### src/sv/sfms_ram.sv
`timescale 1ns / 1ps

module sfms_ram #(
    parameter int WIDTH = 16,
    parameter int DEPTH = 128
) (
    input  logic                     clk,
    input  logic                     we,
    input  logic [$clog2(DEPTH)-1:0] waddr,
    input  logic [WIDTH-1:0]         wdata,
    input  logic [$clog2(DEPTH)-1:0] raddr,
    output logic [WIDTH-1:0]         rdata
);

    logic [WIDTH-1:0] mem [DEPTH];

    // one write port, registered read port
    always_ff @(posedge clk)
    begin
        if (we)
        begin
            mem[waddr] <= wdata;
        end
        rdata <= mem[raddr];
    end

endmodule

### config.mk
export PLATFORM = sky130hd
export DESIGN_NAME = sfms_ram
export DESIGN_NICKNAME = d
export VERILOG_FILES = /design/src/sv/sfms_ram.sv
export SDC_FILE = /design/constraint.sdc
export NUM_CORES = 2
export LEC_CHECK = 0
export BUFFER_PORTS_ARGS = -buffer_cell sky130_fd_sc_hd__buf_2
export CORE_ASPECT_RATIO = 1.25
export CORE_MARGIN = 4
export CORE_UTILIZATION = 55
export CTS_CLUSTER_SIZE = 10
export DETAILED_ROUTE_END_ITERATION = 8
export GPL_TIMING_DRIVEN = 1
export MAX_ROUTING_LAYER = met4
export PLACE_DENSITY_LB_ADDON = 0.25
export REMOVE_ABC_BUFFERS = 1
export SYNTH_ARGS = -nofsm -noshare
export SYNTH_HDL_FRONTEND = slang
export SYNTH_SLANG_ARGS = --single-unit
### constraint.sdc
create_clock -name clk -period 2.5 [get_ports clk]
set_input_delay 0.125 -clock clk [delete_from_list [all_inputs] [get_ports clk]]
set_output_delay 0.125 -clock clk [all_outputs]
set_load 0.1 [all_outputs]
# Word level (Yosys, flattened, before mapping)
# Memory sizes are Yosys's and may differ from the RTL's. A register that Yosys moved wholly into a read port is not among the register bits.
# Index checks and enable logic that the tools add are counted.
# op_classes
muxes	2
# op_table
cell	count
$mux W1	2
# word_totals
reg_bits	0
output_inout_bits	16
wordCells	3
mem_count	1
ramBits	2048
# memory_table
name	depth	width	read_ports	rd_clocked_by_memory_dff	write_ports	line	rtl
mem	128	16	1	1	1	15	logic [WIDTH-1:0] mem [DEPTH];

# Depth between registers and ports, before layout
# logic_depth
depth_word	2
ltp_mapped	7

# Worst setup path after synthesis
# Ideal clock, no wire load.
# synth_path
path_kind	input to register
startpoint	input raddr[0]
endpoint	register rdata[0] (read register of mem)
slack_ps	-120
setup_time_ps	121
arrival_time_ps	2499
n_path_buf	2
stages	6
t_required_ps	2379
path_cell_list	buf_2 -> buf_1 -> mux4_2 -> mux4_2 -> mux4_2 -> mux2_2
# synth_rtl
item	line	rtl
from (decl)	11	input logic [$clog2(DEPTH)-1:0] raddr,
to (decl)	12	output logic [WIDTH-1:0] rdata

==> run_results.csv <==
group,metric,value,unit
clock_network,cts_tree,"yes",
timing,hold_viol_final,0,
routing,remaining_drc_errors,0,
placed_design,placed_cells,5181,
grt,grt_usage,27.59,%
routing,ant_nets,0,
timing,finalMaxSlewViolations,0,
pwr,p_per_area,778.3,nW/um^2
grt,grt_pass1_vias,37766,
placed_design,dpl.hpwl,116.4,mm
pwr,power,0.07147,W
yosys,syn_area,78520,um^2
pwr,p_int,0.05651,W
pwr,p_sw_share,20.94,%
grt,grt_overflow,0,
finish,final_cell_mix,"edfxtp_1 (2,048), mux4_2 (672), clkbuf_16 (229)",
timing,rsz0062_at_grt,"yes",
run_status,violations,"setup timing",
finish,final_cells,5547,
routing,routed_wl,195.4,mm
routing,route.vias.total,36665,
routing,drt_iter0_drc,5065,
timing,worst_pin_slew,0.9563,ns
clock_network,cts_buffer_depth,3,
clock_network,cts_buffers,224,
clock_network,cts-root-buf,"clkbuf_16",
yosys,ys_seq_elements,2064,
pwr,combPwrFrac,5.9,%
worst_setup_path,endpoint_kind,"flop",
grt,grt_pass1_wl,281.5,mm
pwr,cellLeakagePower,28.68,nW
finish,drive_above_1_share,36.75,%
yosys,synthCells,3086,
clock_network,h-tree-depth,4,
floorplan,core_region_area,141400,um^2
grt,antenna_found_initial,20,
floorplan,die_h,430.4,um
worst_setup_path,crit_required,3.21,ns
worst_setup_path,worst_r2r_path_depth,4,
placed_design,pre_cts_slack,-0.6160,ns
floorplan,std_cell_rows,154,
worst_setup_path,critPathKind,"reg -> reg",
placed_design,portBuffers,47,
worst_setup_path,cp_max_fo,1,
finish,synthToLayoutAreaGrowth,16.94,%
run_status,outcome,"complete, but fails checks",
timing,whs,0.1366,ns
pwr,peakVddDrop,0.8387,mV
clock_network,clk_latency,0.85,ns
clock_network,numClockSinks,2064,
yosys,syn_avg_cell_area,25.44,um^2
clock_network,clk_pin_slew,0.06,ns
routing,dr.pass1.iters,5,
timing,worst_slack,-0.04425,ns
yosys,ys_warn_count,0,
grt,grt_max_degree,129,
pwr,switching_power,0.01496,W
floorplan,design.portCount,48,
worst_setup_path,reg2reg_setup_slack,-0.04,ns
job,maxCapViolations,0,
routing,wire_per_inst,35.22,um
routing,vias_per_cell,6.610,
worst_setup_path,worstSetupStartpointType,"flop",
floorplan,initial_utilization,55.52,%
placed_design,gp_congestion,0.8291,
hold_path,hold_path_class,"in -> reg",
pwr,p_clk_share,40.5,%
floorplan,dieArea,148900,um^2
timing,period_minus_slack,2.544,ns
floorplan,die_x,346.0,um
timing,slew_headroom,36.25,%
timing,finalSetupViolCount,2,
hold_path,hold_depth,5,
timing,fin_skew,0.03195,ns
finish,fin_nets,3590,
timing,fmax,0.3930,GHz
timing,timing.final.crit_share,101.8,%
finish,layout_commonest_cell,"edfxtp_1",
pwr,seq_power_share,53.7,%
yosys,ys_types,17,
yosys,yosysSeqAreaShare,78.73,%
worst_setup_path,cp.arrival,3.26,ns
[cell type report]
type / instances / area [um^2]
Sequential cell: 2064 / 61820
Fill cell: 8796 / 49610
Multi-Input combinational cell: 858 / 16120
Clock buffer: 323 / 6093
Timing Repair Buffer: 410 / 5271
Tap cell: 1872 / 2342
Clock inverter: 10 / 152.6
Antenna cell: 10 / 25.02
[power groups by stage]
stage               Sequential (W)  Clock, W  Combinational, W
finish                      0.0384    0.0289           0.00419
global route                0.0383    0.0309           0.00437
CTS                         0.0384    0.0293           0.00423
detailed placement          0.0391         0           0.00417
global placement            0.0390         0           0.00407
floorplan                   0.0393         0           0.00143
[cell usage after synthesis]
| library cell | number | share of area [%] |
|---|---|---|
| edfxtp_1 | 2048 | 78 |
| mux4_2 | 672 | 19 |
| nor2_1 | 122 | 0.58 |
| clkbuf_1 | 82 | 0.39 |
| buf_2 | 52 | 0.33 |
| buf_1 | 28 | 0.13 |
| dfxtp_1 | 16 | 0.41 |
| mux2_2 | 16 | 0.23 |
| nand2_1 | 14 | 0.067 |
| nand3_1 | 12 | 0.076 |
| nor3_1 | 9 | 0.057 |
| nor2b_1 | 7 | 0.056 |
| nand4_1 | 3 | 0.024 |
| nand2b_1 | 2 | 0.016 |
| buf_4 | 1 | 0.0096 |
| buf_6 | 1 | 0.014 |
| or3_1 | 1 | 0.0080 |
[per-layer routing]
metal	GRT usage (%)	part of all wire (%)	vias up
li1	-	-	14391
met1	36.47	36	19798
met2	44.88	52	2140
met3	4.937	9.2	336
met4	8.283	2.9	0
met5	-	0	-
[cells by family after synthesis]
kind of cell	count (synthesis)	synth area share (%)
muxes	688	19.50
and+or+nand+nor	170	0.8875
DFF	2064	78.73
buffers and inverters	164	0.8812
[worst paths after layout]
check,to,from
min,mem[96][2],waddr[5]
max,rdata[13],mem[43][13]
max reg2reg,rdata[13],mem[43][13]
min reg2reg,rdata[4],mem[44][4]
[state kept, by name, summed over array words and instances (netlist names)]
register / cells
rdata: 16
mem: 2048
[repair_timing]
action | CTS | global route
endpoints found under the setup margin | 5 | 6
hold endpoints to repair | 1135 | 0
hold buffers | 23 | 0
resized for setup | 1 | 1
buffers inserted | 0 | 0
[stage by stage]
step           cell area, um^2  TNS [ns]  utilization [%]
3_5_place_dp             85320    -8.020            60.32
5_1_grt                  91820   -0.1894            64.92
4_1_cts                  91800   -0.1279            64.91
2_1_floorplan            77830         0                -
6_report                 91830  -0.08576            64.93
3_3_place_gp             85320    -7.737            60.32
[critical path, stage by stage (launching register included)]
cell,delay [ns]
edfxtp_1,0.41
mux4_2,0.50
mux4_2,0.57
mux4_2,0.61
mux2_4,0.31
No activity file was read; power rests on OpenSTA's default activity.
